File: src/hdl/irpd_pkg.sv
// ----------------------------------------------------------------------------
// irpd_pkg
// Shared types, constants and key patterns of the IR pulse-distance decoder.
// ----------------------------------------------------------------------------
package irpd_pkg;

  // buffer sizing
  localparam int BUFFER_BYTES = 16;
  localparam int MATCH_BYTES  = 9;
  localparam int POWER_BYTES  = 3;
  localparam int BYTE_POS_W   = $clog2(BUFFER_BYTES + 1);
  localparam int MATCH_IDX_W  = $clog2(MATCH_BYTES);
  localparam int CODE_W       = MATCH_BYTES * 8;
  localparam int CODE_IDX_W   = $clog2(CODE_W);

  // field widths
  localparam int TICK_W    = 32;
  localparam int THR_W     = 8;
  localparam int WINDOW_W  = 16;
  localparam int ACTION_W  = 2;
  localparam int STEP_W    = 5;
  localparam int S_TDATA_W = 40;
  localparam int M_TDATA_W = 8;

  // configuration port
  localparam int CFG_ADDR_W = 2;
  localparam int CFG_DATA_W = 16;
  localparam logic [THR_W-1:0]    THR_RESET    = 8'h15;
  localparam logic [WINDOW_W-1:0] WINDOW_RESET = 16'd10000;

  // queue between front and back
  localparam int QUEUE_DEPTH = 2;
  localparam int QPTR_W      = $clog2(QUEUE_DEPTH);
  localparam int QCOUNT_W    = $clog2(QUEUE_DEPTH + 1);

  // key patterns, first byte in the lowest bits
  localparam logic [POWER_BYTES*8-1:0] PAT_POWER_ON  = 24'h02_08_8B;
  localparam logic [POWER_BYTES*8-1:0] PAT_POWER_OFF = 24'h02_08_83;
  localparam logic [CODE_W-1:0] PAT_VOL_UP   = 72'h04_51_51_04_00_01_50_01_57;
  localparam logic [CODE_W-1:0] PAT_VOL_DOWN = 72'h04_54_41_01_10_01_50_01_57;

  // volume steps
  localparam logic [STEP_W-1:0] STEP_SINGLE = 5'd1;
  localparam logic [STEP_W-1:0] STEP_REPEAT = 5'd8;

  typedef enum logic [0:0] {
    CMD_EDGE    = 1'b0,
    CMD_TIMEOUT = 1'b1
  } cmd_t;

  typedef enum logic [CFG_ADDR_W-1:0] {
    CFG_BIT_THRESHOLD = 2'd0,
    CFG_REPEAT_WINDOW = 2'd1,
    CFG_LEARN_MODE    = 2'd2
  } cfg_idx_t;

  typedef enum logic [ACTION_W-1:0] {
    ACT_NONE      = 2'd0,
    ACT_POWER_ON  = 2'd1,
    ACT_POWER_OFF = 2'd2,
    ACT_VOLUME    = 2'd3
  } action_t;

  typedef enum logic [2:0] {
    MATCH_NONE,
    MATCH_POWER_ON,
    MATCH_POWER_OFF,
    MATCH_VOL_UP,
    MATCH_VOL_DOWN
  } match_t;

  typedef struct packed {
    logic [THR_W-1:0]    bit_threshold;
    logic [WINDOW_W-1:0] repeat_window;
    logic                learn_mode;
  } cfg_t;

  typedef struct packed {
    match_t            kind;
    logic [TICK_W-1:0] tick;
  } qentry_t;

  typedef struct packed {
    logic [BYTE_POS_W-1:0] byte_pos;
    logic [2:0]            bit_pos;
  } front_status_t;

endpackage

File: src/hdl/irpd_front.sv
// ----------------------------------------------------------------------------
// irpd_front
// Accepts edge and timeout words, collects code bits and classifies bursts.
// ----------------------------------------------------------------------------
module irpd_front (
  input  logic                            clk,
  input  logic                            rst,
  input  logic                            s_axis_tvalid,
  output logic                            s_axis_tready,
  input  logic [irpd_pkg::S_TDATA_W-1:0]  s_axis_tdata,  // level, tick, zero pad
  input  logic                            s_axis_tuser,  // cmd
  input  irpd_pkg::cfg_t                  cfg,
  input  logic                            q_full,
  output logic                            q_push,
  output irpd_pkg::qentry_t               q_entry,
  output irpd_pkg::front_status_t         status
);
  import irpd_pkg::*;

  logic                  last_level;
  logic [TICK_W-1:0]     last_edge_tick;
  logic [CODE_W-1:0]     code_buf;
  logic [2:0]            bit_pos;
  logic [BYTE_POS_W-1:0] byte_pos;

  logic                  in_fire;
  cmd_t                  cmd;
  logic                  level;
  logic [TICK_W-1:0]     tick;
  logic [TICK_W-1:0]     interval;
  logic                  take_edge;
  logic                  one_bit;
  logic                  in_match_range;
  logic [CODE_IDX_W-1:0] bit_idx;
  match_t                kind;

  // unpack the input word
  assign cmd     = cmd_t'(s_axis_tuser);
  assign level   = s_axis_tdata[0];
  assign tick    = s_axis_tdata[TICK_W:1];

  assign s_axis_tready = !q_full;
  assign in_fire       = s_axis_tvalid && s_axis_tready;

  // edge qualification and bit value
  assign interval       = tick - last_edge_tick;
  assign one_bit        = interval > {{(TICK_W-THR_W){1'b0}}, cfg.bit_threshold};
  assign take_edge      = (level != last_level) && (byte_pos < BYTE_POS_W'(BUFFER_BYTES));
  assign in_match_range = byte_pos < BYTE_POS_W'(MATCH_BYTES);
  assign bit_idx        = {byte_pos[MATCH_IDX_W-1:0], bit_pos};

  // pattern compare, in priority order
  always_comb begin
    if (code_buf[POWER_BYTES*8-1:0] == PAT_POWER_ON) begin
      kind = MATCH_POWER_ON;
    end else if (code_buf[POWER_BYTES*8-1:0] == PAT_POWER_OFF) begin
      kind = MATCH_POWER_OFF;
    end else if (code_buf == PAT_VOL_UP) begin
      kind = MATCH_VOL_UP;
    end else if (code_buf == PAT_VOL_DOWN) begin
      kind = MATCH_VOL_DOWN;
    end else begin
      kind = MATCH_NONE;
    end
  end

  assign q_push        = in_fire && (cmd == CMD_TIMEOUT);
  assign q_entry.kind  = kind;
  assign q_entry.tick  = tick;

  assign status.byte_pos = byte_pos;
  assign status.bit_pos  = bit_pos;

  // code collection state
  always_ff @(posedge clk) begin
    if (rst) begin
      last_level     <= 1'b1;
      last_edge_tick <= '0;
      code_buf       <= '0;
      bit_pos        <= '0;
      byte_pos       <= '0;
    end else if (in_fire) begin
      unique case (cmd)
        CMD_EDGE: begin
          if (take_edge) begin
            last_level     <= level;
            last_edge_tick <= tick;
            if (one_bit && in_match_range) begin
              code_buf[bit_idx] <= 1'b1;
            end
            if (bit_pos == 3'd7) begin
              byte_pos <= byte_pos + 1'b1;
            end
            bit_pos <= bit_pos + 1'b1;
          end
        end
        CMD_TIMEOUT: begin
          if (!cfg.learn_mode) begin
            code_buf <= '0;
            bit_pos  <= '0;
            byte_pos <= '0;
          end
        end
        default: begin
        end
      endcase
    end
  end

endmodule

File: src/hdl/irpd_queue.sv
// ----------------------------------------------------------------------------
// irpd_queue
// Short first-in first-out queue of classified bursts between front and back.
// ----------------------------------------------------------------------------
module irpd_queue (
  input  logic                          clk,
  input  logic                          rst,
  input  logic                          push,
  input  irpd_pkg::qentry_t             push_entry,
  output logic                          full,
  input  logic                          pop,
  output logic                          valid,
  output irpd_pkg::qentry_t             head,
  output logic [irpd_pkg::QCOUNT_W-1:0] count
);
  import irpd_pkg::*;

  qentry_t             entries [QUEUE_DEPTH];
  logic [QPTR_W-1:0]   wr_ptr;
  logic [QPTR_W-1:0]   rd_ptr;
  logic                do_push;
  logic                do_pop;

  assign full    = count == QCOUNT_W'(QUEUE_DEPTH);
  assign valid   = count != '0;
  assign head    = entries[rd_ptr];
  assign do_push = push && !full;
  assign do_pop  = pop && valid;

  // storage, no reset needed
  always_ff @(posedge clk) begin
    if (do_push) begin
      entries[wr_ptr] <= push_entry;
    end
  end

  // pointers and fill count
  always_ff @(posedge clk) begin
    if (rst) begin
      wr_ptr <= '0;
      rd_ptr <= '0;
      count  <= '0;
    end else begin
      if (do_push) begin
        wr_ptr <= (wr_ptr == QPTR_W'(QUEUE_DEPTH - 1)) ? '0 : wr_ptr + 1'b1;
      end
      if (do_pop) begin
        rd_ptr <= (rd_ptr == QPTR_W'(QUEUE_DEPTH - 1)) ? '0 : rd_ptr + 1'b1;
      end
      if (do_push && !do_pop) begin
        count <= count + 1'b1;
      end else if (!do_push && do_pop) begin
        count <= count - 1'b1;
      end
    end
  end

endmodule

File: src/hdl/irpd_back.sv
// ----------------------------------------------------------------------------
// irpd_back
// Turns a classified burst into an action word, with volume repeat timing.
// ----------------------------------------------------------------------------
module irpd_back (
  input  logic                           clk,
  input  logic                           rst,
  input  irpd_pkg::cfg_t                 cfg,
  input  logic                           q_valid,
  input  irpd_pkg::qentry_t              q_head,
  output logic                           q_pop,
  output logic                           m_axis_tvalid,
  input  logic                           m_axis_tready,
  output logic [irpd_pkg::M_TDATA_W-1:0] m_axis_tdata  // action, volume_step, zero pad
);
  import irpd_pkg::*;

  logic [TICK_W-1:0]        last_volume_tick;
  action_t                  action;
  logic signed [STEP_W-1:0] volume_step;

  logic [TICK_W-1:0] elapsed;
  logic              in_window;
  logic [STEP_W-1:0] mag;
  action_t           action_next;
  logic [STEP_W-1:0] step_next;
  logic              is_volume;

  // output register is free or being emptied this cycle
  assign q_pop = q_valid && (!m_axis_tvalid || m_axis_tready);

  // repeat timing
  assign elapsed   = q_head.tick - last_volume_tick;
  assign in_window = elapsed < {{(TICK_W-WINDOW_W){1'b0}}, cfg.repeat_window};
  assign mag       = in_window ? STEP_REPEAT : STEP_SINGLE;

  // action decode
  always_comb begin
    unique case (q_head.kind)
      MATCH_POWER_ON: begin
        action_next = ACT_POWER_ON;
        step_next   = '0;
      end
      MATCH_POWER_OFF: begin
        action_next = ACT_POWER_OFF;
        step_next   = '0;
      end
      MATCH_VOL_UP: begin
        action_next = ACT_VOLUME;
        step_next   = mag;
      end
      MATCH_VOL_DOWN: begin
        action_next = ACT_VOLUME;
        step_next   = '0 - mag;
      end
      default: begin
        action_next = ACT_NONE;
        step_next   = '0;
      end
    endcase
  end

  assign is_volume = (q_head.kind == MATCH_VOL_UP) || (q_head.kind == MATCH_VOL_DOWN);

  // output word register and volume timestamp
  always_ff @(posedge clk) begin
    if (rst) begin
      m_axis_tvalid    <= 1'b0;
      last_volume_tick <= '0;
    end else begin
      if (q_pop) begin
        m_axis_tvalid <= 1'b1;
        if (is_volume) begin
          last_volume_tick <= q_head.tick;
        end
      end else if (m_axis_tready) begin
        m_axis_tvalid <= 1'b0;
      end
    end
  end

  always_ff @(posedge clk) begin
    if (q_pop) begin
      action      <= action_next;
      volume_step <= step_next;
    end
  end

  assign m_axis_tdata = {{(M_TDATA_W-ACTION_W-STEP_W){1'b0}}, volume_step, action};

endmodule

File: src/hdl/ir_pulse_distance_command_decoder_core.sv
// ----------------------------------------------------------------------------
// ir_pulse_distance_command_decoder_core
// IR remote pulse-distance decoder: collects edge bits, matches key codes.
// ----------------------------------------------------------------------------
// Throughput: one word per cycle on the input, edges and timeouts alike.
// A timeout's result word passes through the front-to-back queue and then
//   the output register.
// Input stalls only when the two-entry queue is full behind a stalled output.
// Reset: synchronous; registers take their defaults, code buffer cleared,
//   queue and output empty.
module ir_pulse_distance_command_decoder_core (
  input  logic                            clk,
  input  logic                            rst,
  input  logic                            s_axis_tvalid,
  output logic                            s_axis_tready,
  input  logic [irpd_pkg::S_TDATA_W-1:0]  s_axis_tdata,  // level, tick, zero pad
  input  logic                            s_axis_tuser,  // cmd
  output logic                            m_axis_tvalid,
  input  logic                            m_axis_tready,
  output logic [irpd_pkg::M_TDATA_W-1:0]  m_axis_tdata,  // action, volume_step, zero pad
  input  logic                            cfg_we,
  input  logic [irpd_pkg::CFG_ADDR_W-1:0] cfg_addr,
  input  logic [irpd_pkg::CFG_DATA_W-1:0] cfg_wdata
);
  import irpd_pkg::*;

  cfg_t              cfg;
  logic              q_push;
  qentry_t           q_entry;
  logic              q_full;
  logic              q_pop;
  logic              q_valid;
  qentry_t           q_head;
  logic [QCOUNT_W-1:0] q_count;
  front_status_t     fstat;

  // configuration registers
  always_ff @(posedge clk) begin
    if (rst) begin
      cfg.bit_threshold <= THR_RESET;
      cfg.repeat_window <= WINDOW_RESET;
      cfg.learn_mode    <= 1'b0;
    end else if (cfg_we) begin
      unique case (cfg_idx_t'(cfg_addr))
        CFG_BIT_THRESHOLD: cfg.bit_threshold <= cfg_wdata[THR_W-1:0];
        CFG_REPEAT_WINDOW: cfg.repeat_window <= cfg_wdata[WINDOW_W-1:0];
        CFG_LEARN_MODE:    cfg.learn_mode    <= cfg_wdata[0];
        default: begin
        end
      endcase
    end
  end

  irpd_front u_front (
    .clk           (clk),
    .rst           (rst),
    .s_axis_tvalid (s_axis_tvalid),
    .s_axis_tready (s_axis_tready),
    .s_axis_tdata  (s_axis_tdata),
    .s_axis_tuser  (s_axis_tuser),
    .cfg           (cfg),
    .q_full        (q_full),
    .q_push        (q_push),
    .q_entry       (q_entry),
    .status        (fstat)
  );

  irpd_queue u_queue (
    .clk        (clk),
    .rst        (rst),
    .push       (q_push),
    .push_entry (q_entry),
    .full       (q_full),
    .pop        (q_pop),
    .valid      (q_valid),
    .head       (q_head),
    .count      (q_count)
  );

  irpd_back u_back (
    .clk           (clk),
    .rst           (rst),
    .cfg           (cfg),
    .q_valid       (q_valid),
    .q_head        (q_head),
    .q_pop         (q_pop),
    .m_axis_tvalid (m_axis_tvalid),
    .m_axis_tready (m_axis_tready),
    .m_axis_tdata  (m_axis_tdata)
  );

  // timeout without learn mode leaves an empty code
  a_clear_on_timeout: assert property (@(posedge clk) disable iff (rst)
    (s_axis_tvalid && s_axis_tready && s_axis_tuser && !cfg.learn_mode)
      |=> (fstat.byte_pos == '0) && (fstat.bit_pos == '0))
    else $error("code buffer not cleared after timeout");

  // fill position never runs past the buffer, and a full buffer sits on a byte boundary
  a_pos_range: assert property (@(posedge clk) disable iff (rst)
    (fstat.byte_pos <= BYTE_POS_W'(BUFFER_BYTES))
      && ((fstat.byte_pos != BYTE_POS_W'(BUFFER_BYTES)) || (fstat.bit_pos == '0)))
    else $error("code fill position out of range");

  // a volume step goes with the volume action and only with it
  a_step_action: assert property (@(posedge clk) disable iff (rst)
    m_axis_tvalid |-> ((m_axis_tdata[ACTION_W-1:0] == ACT_VOLUME)
                       == (m_axis_tdata[ACTION_W+STEP_W-1:ACTION_W] != '0)))
    else $error("volume step inconsistent with action");

  // queue fill count bounded by its depth
  a_queue_bound: assert property (@(posedge clk) disable iff (rst)
    q_count <= QCOUNT_W'(QUEUE_DEPTH))
    else $error("queue overfilled");

endmodule
File: config.mk
export PLATFORM = sky130hd
export DESIGN_NAME = ir_pulse_distance_command_decoder_core
export DESIGN_NICKNAME = d
export VERILOG_FILES = /design/src/hdl/irpd_pkg.sv /design/src/hdl/irpd_front.sv /design/src/hdl/irpd_queue.sv /design/src/hdl/irpd_back.sv /design/src/hdl/ir_pulse_distance_command_decoder_core.sv
export SDC_FILE = /design/constraint.sdc
export NUM_CORES = 1
export LEC_CHECK = 0
export ABC_AREA = 0
export BUFFER_PORTS_ARGS = -buffer_cell sky130_fd_sc_hd__buf_2
export CORE_MARGIN = 2
export CORE_UTILIZATION = 60
export DETAILED_ROUTE_END_ITERATION = 8
export PLACE_DENSITY = 0.78
export SYNTH_ARGS = -nofsm -noshare
export SYNTH_HDL_FRONTEND = slang
export SYNTH_SLANG_ARGS = --single-unit
File: constraint.sdc
create_clock -name clk -period 9.61 [get_ports clk]
set_input_delay 1.4415 -clock clk [delete_from_list [all_inputs] [get_ports clk]]
set_output_delay 1.4415 -clock clk [all_outputs]
set_load 0.05 [all_outputs]
# Yosys cells after proc, flatten, opt, wreduce, memory -nomap -nowiden
# Memories as Yosys holds them, arrays and structs flattened. A register that Yosys moved wholly into a read port is not among the register bits.
# Index checks and enable logic that the tools add are counted.
# classes
bitwise_logic	2
n_lt_le_gt_ge	6
eq_ne	17
reduce_logical	29
n_addsub	9
n_mux	30
# op_table
cell	n
$mux W72	3
$eq A72 B67 Y1 const B	2
$pmux W72 S2	1
$or A72 B72 Y72	1
$sub A32 B32 Y32	2
$eq A24 B18 Y1 const B	2
$gt A32 B8 Y1	1
$lt A32 B16 Y1	1
$pmux W5 S2	2
$mux W3	6
$mux W5	3
$logic_and A1 B1 Y1	10
$mux W1	9
$lt A7 B8 Y1 const B	1
$reduce_and A2 Y1	4
$reduce_and A4 Y1	2
$demux W1 S7	1
$ge A7 B1 Y1 const B	1
$eq A3 B2 Y1 const B	2
$eq A3 B3 Y1 const B	2
$ne A2 B1 Y1 const B	3
$pmux W2 S3	1
$pmux W3 S2	1
$reduce_and A3 Y1	2
other kinds (21)	30
# totals
ram_bits	70
memories	1
ff_bits	182
# memory_table
memory	depth	word_bits	rd	rd_ports_with_merged_regs	wr	line_no	source
u_queue.entries	2	35	1	1	1	irpd_queue.sv:18	qentry_t entries [QUEUE_DEPTH];

# Longest topological paths before layout
# logic_depth
ltp_word	9
depth_mapped	23
ltp_nobuf	21

# Hierarchy
# From an unflattened synthesis, not the netlist that was laid out.
# hier_totals
hier_cells	1622
hier_area_um2	14441.4
# modules_own_cells
mod	n_inst	cells_per_inst	area_per_inst_um2
irpd_front	1	884	6982.9
irpd_back	1	500	3658.5
irpd_queue	1	134	2736.4
ir_pulse_distance_command_decoder_core	1	104	1063.5

# Worst setup path before layout
# Ideal clock, no wire load.
# synth_path
path_kind	register to register
start	register (tool-made name)
end	register u_back.volume_step[3], data pin
t_arrival_ns	5.444
setup_ns	0.188
path_slack_ns	3.978
n_path_buf	2
path_stages_with_launch	24
cell_sequence	dfxtp_1 > buf_1 > buf_1 > mux2_2 > ha_1 > a21o_1 > a21oi_1 > a21oi_1 > o21ai_0 > a21oi_1 > o21bai_1 > a21boi_0 > or4_1 > nand3_1 > ha_1 > a21oi_1 > nor2b_1 > o21ai_0 > and4_1 > o2111ai_1 > or4_1 > or4_1 > or2_1 > o41ai_1
# synth_lines
element	line_no	source
end signal: assignment	irpd_back.sv:85	volume_step <= step_next;
end: declaration	irpd_back.sv:20	logic signed [STEP_W-1:0] volume_step;

==> summary.md <==
| Metric | Value |
|---|---|
| Outcome | `finished clean` |
| Largest cells by area after synthesis | `dfxtp_1 (24%), edfxtp_1 (16%), nand2_1 (8.5%)` |
| Max IR drop VDD | `0.152 mV` |
| Sequential area share after synthesis | `39.8%` |
| P_sw | `0.00128 W` |
| Clk buf depth | `3` |
| Largest net degree at the start of global routing | `100` |
| Slew Viols, Final | `0` |
| H-tree levels | `1` |
| Max frequency | `160 MHz` |
| Fin cells | `2072` |
| Most frequent cells in the layout | `nand2_1 (331), dfxtp_1 (176), a21oi_1 (154)` |
| Cells after Synth | `1705` |
| Placed cell count | `2019` |
| Crit path arrival time | `6.50 ns` |
| Post-synth ARST share | `0%` |
| Die Span Y | `160 um` |
| Cell internal pwr | `0.00229 W` |
| Setup TNS | `0 ns` |
| Total gr overflow | `0` |
| Fin nets | `1883` |
| Share of the synthesized area in the top cell type | `24.2%` |
| Initial DRT Pass Iterations | `5` |
| Skew-Pair Late Insertion Delay | `0.56 ns` |
| Max Cap Viol | `0` |
| # hold bufs at CTS | `0` |
| Setup Buffers After CTS | `0` |
| Antenna violations before repair | `3` |
| Combinational power share | `35.7%` |
| CTS Buf Count | `28` |
| Final hold vios | `0` |
| Clock Pin Slew Worst Setup and Hold Paths | `0.06 ns` |
| CTS root buffer | `clkbuf_16` |
| Vias | `12400` |
| Vias per cell | `6.01` |
| Area Overhead vs Synth | `9.46%` |
| Power share of the sequential group | `34.1%` |
| Dominant cell type by area after synthesis | `dfxtp_1` |
| Ys flop type | `dfxtp_1` |
| Synth unique cells | `83` |
| Core footprint | `24100 um^2` |
| Static Leak | `5.87 nW` |
| Crit path capture type | `register` |
| Final Critical Period | `6.23 ns` |
| CP max FO | `40` |
| Dpl hpwl | `26.0 mm` |
| Die Width | `160 um` |
| Final WL | `35.9 mm` |
| WS Path Type | `register to register` |
| Worst Hold Class | `register to register` |
| Io pins | `74` |
| EDFF count, synth | `76` |
| Worst clock skew | `0.0229 ns` |
| Power Dens Cells | `224 nW/um^2` |
| Max_slew headroom | `23.0%` |
| Final ANT Viol Nets | `0` |
| First-pass GRT wire length | `59.2 mm` |
| Ys Warns | `0` |
| Std cell rows | `57` |
| Sw Ratio | `35.8%` |
| Setup Viol. Count Final | `0` |
| Drt drc | `0` |
| Synthesized area | `14600 um^2` |
| GPL Wtd Cong | `0.900` |
| Syn nets | `1863` |
| CTS tree | `done` |
| Final worst-path cycle share | `64.9%` |
| Final hold slack | `0.451 ns` |
| Die area | `25600 um^2` |
| DR iter-0 viols | `1131` |
| Unrepaired setup endpoints after global routing | `no` |
| Commonest non-fill, non-tap cell in the layout | `nand2_1` |
| Clock sinks | `252` |
| Post-route cell area | `16000 um^2` |
| Number of global-route vias before repair | `12000` |
| Routed length per instance | `17.3 um` |
| Clock power frac | `30.2%` |
| Worst setup SP type | `register` |
| Share of cells above drive strength 1 | `12.7%` |
| Syn_area_per_cell | `8.55 um^2` |
| Starting Density | `60.5%` |
| Worst slew pin tran | `1.15 ns` |
| Flops & latches, synth | `252` |
| Req. time, crit path | `9.88 ns` |
| Number of buffers added on ports | `65` |
| Area after DPL | `15000 um^2` |
| GRT Util Overall | `27.9%` |
| Post-CTS resize count | `0` |
sequential cells by signal, indices dropped and copies added (netlist names), 3 cells and up, named ones only:
signal / cells
u_front.bit_pos: 3
u_front.byte_pos: 5
u_back.last_volume_tick: 32
u_queue.entries: 70
u_front.last_edge_tick: 32
u_front.code_buf: 72
u_back.volume_step: 4
cfg: 25
synthesized netlist by cell type (6+ instances only):
cell	number
o2111ai_1	8
clkbuf_1	55
o211ai_1	10
nand3b_1	8
xor2_1	16
buf_6	9
a21oi_1	154
o21ai_1	11
nand4_1	24
nand3_1	32
inv_1	110
o31ai_1	35
mux2i_1	11
nor3_1	14
and4_1	8
xnor2_1	24
o21a_1	20
a21o_1	24
o21ai_0	78
o21ai_2	42
nor4b_1	8
a211oi_1	15
nand2_1	331
or4_1	9
nand2b_1	14
a211o_1	7
nor2b_1	13
o21bai_1	8
nor2_1	91
dfxtp_1	176
buf_2	9
buf_1	6
mux2_2	32
edfxtp_1	76
a21oi_2	7
nor4_1	13
ha_1	92
and2_1	14
final timing paths:
| path | startpoint | to | slack (ns) | cells after the start |
|---|---|---|---|---|
| max | register | u_back.volume_step[0] | 3.38 | 22 |
| min | u_front.last_edge_tick[12] | u_front.last_edge_tick[12] | 0.45 | 2 |
| max reg2reg | register | u_back.volume_step[0] | 3.38 | 22 |
| min reg2reg | u_front.last_edge_tick[12] | u_front.last_edge_tick[12] | 0.45 | 2 |
cell type report:
cell class,instances,area (um^2)
clock inverter,11,139
multi-input combinational,1260,8000
inverter,110,413
clock buffer,39,803
tap,324,405
antenna,3,7.51
sequential,252,5810
fill,2042,8150
timing repair buffer,73,388
per-stage QoR:
stage | setup slack (ns) | total power (W) | utilization, %
after CTS | 3.46 | 0.00357 | 66.2
after detailed placement | 2.99 | 0.00249 | 62.3
final | 3.38 | 0.00357 | 66.2
after global routing | 3.04 | 0.00378 | 66.2
after global placement | 3.10 | 0.00247 | 62.3
after floorplan | 3.98 | 0.00220 | -
logic make-up (layout without fill, tap and decap cells):
| family | Yosys count | in the layout | share of synthesized area (%) |
|---|---|---|---|
| and+or+nand+nor | 610 | 610 | 19.3 |
| AOI/OAI and AO/OA | 472 | 472 | 21.4 |
| DFF | 252 | 252 | 39.8 |
| buffers and inverters | 193 | 233 | 5.60 |
| adders and majority gates | 94 | 94 | 8.17 |
| muxes | 43 | 43 | 3.23 |
| xor gates and xnor gates | 40 | 40 | 2.40 |
| other | 1 | 4 | 0.0257 |
metal layers:
layer  vias to the layer above  global-route usage [%]  wire (um)  share of wire (%)
met1                      5886                    38.4      16100                 45
met2                       397                    46.2      16700                 46
met4                         0                    7.90        758                2.1
met3                        58                    3.87       2380                6.6
li1                       6108                       -          -                  -
met5                         -                       0          0                  0
critical path: stages (launching register included):
cell and delay, ns:
dfxtp_1 0.31, buf_4 0.41, mux2_2 0.43, ha_1 0.39, a21o_1 0.21, a21oi_1 0.26
a21oi_1 0.14, o21ai_0 0.18, a21oi_1 0.10, o21bai_1 0.16, a21boi_0 0.16, or4_1 0.44
nand3_1 0.11, ha_1 0.23, a21oi_1 0.17, nor2b_1 0.06, o21ai_0 0.30, and4_1 0.26
o2111ai_1 0.10, or4_1 0.40, or4_1 0.56, nor4_1 0.44, nor2_1 0.09
power groups by stage:
stage | Clock (W) | Combinational, W | Sequential [W]
after global routing | 0.00114 | 0.00141 | 0.00123
after detailed placement | 0 | 0.00125 | 0.00124
after CTS | 0.00109 | 0.00126 | 0.00122
after global placement | 0 | 0.00123 | 0.00124
after floorplan | 0 | 0.000916 | 0.00128
final | 0.00108 | 0.00127 | 0.00122
No activity file was read; power rests on OpenSTA's default activity.
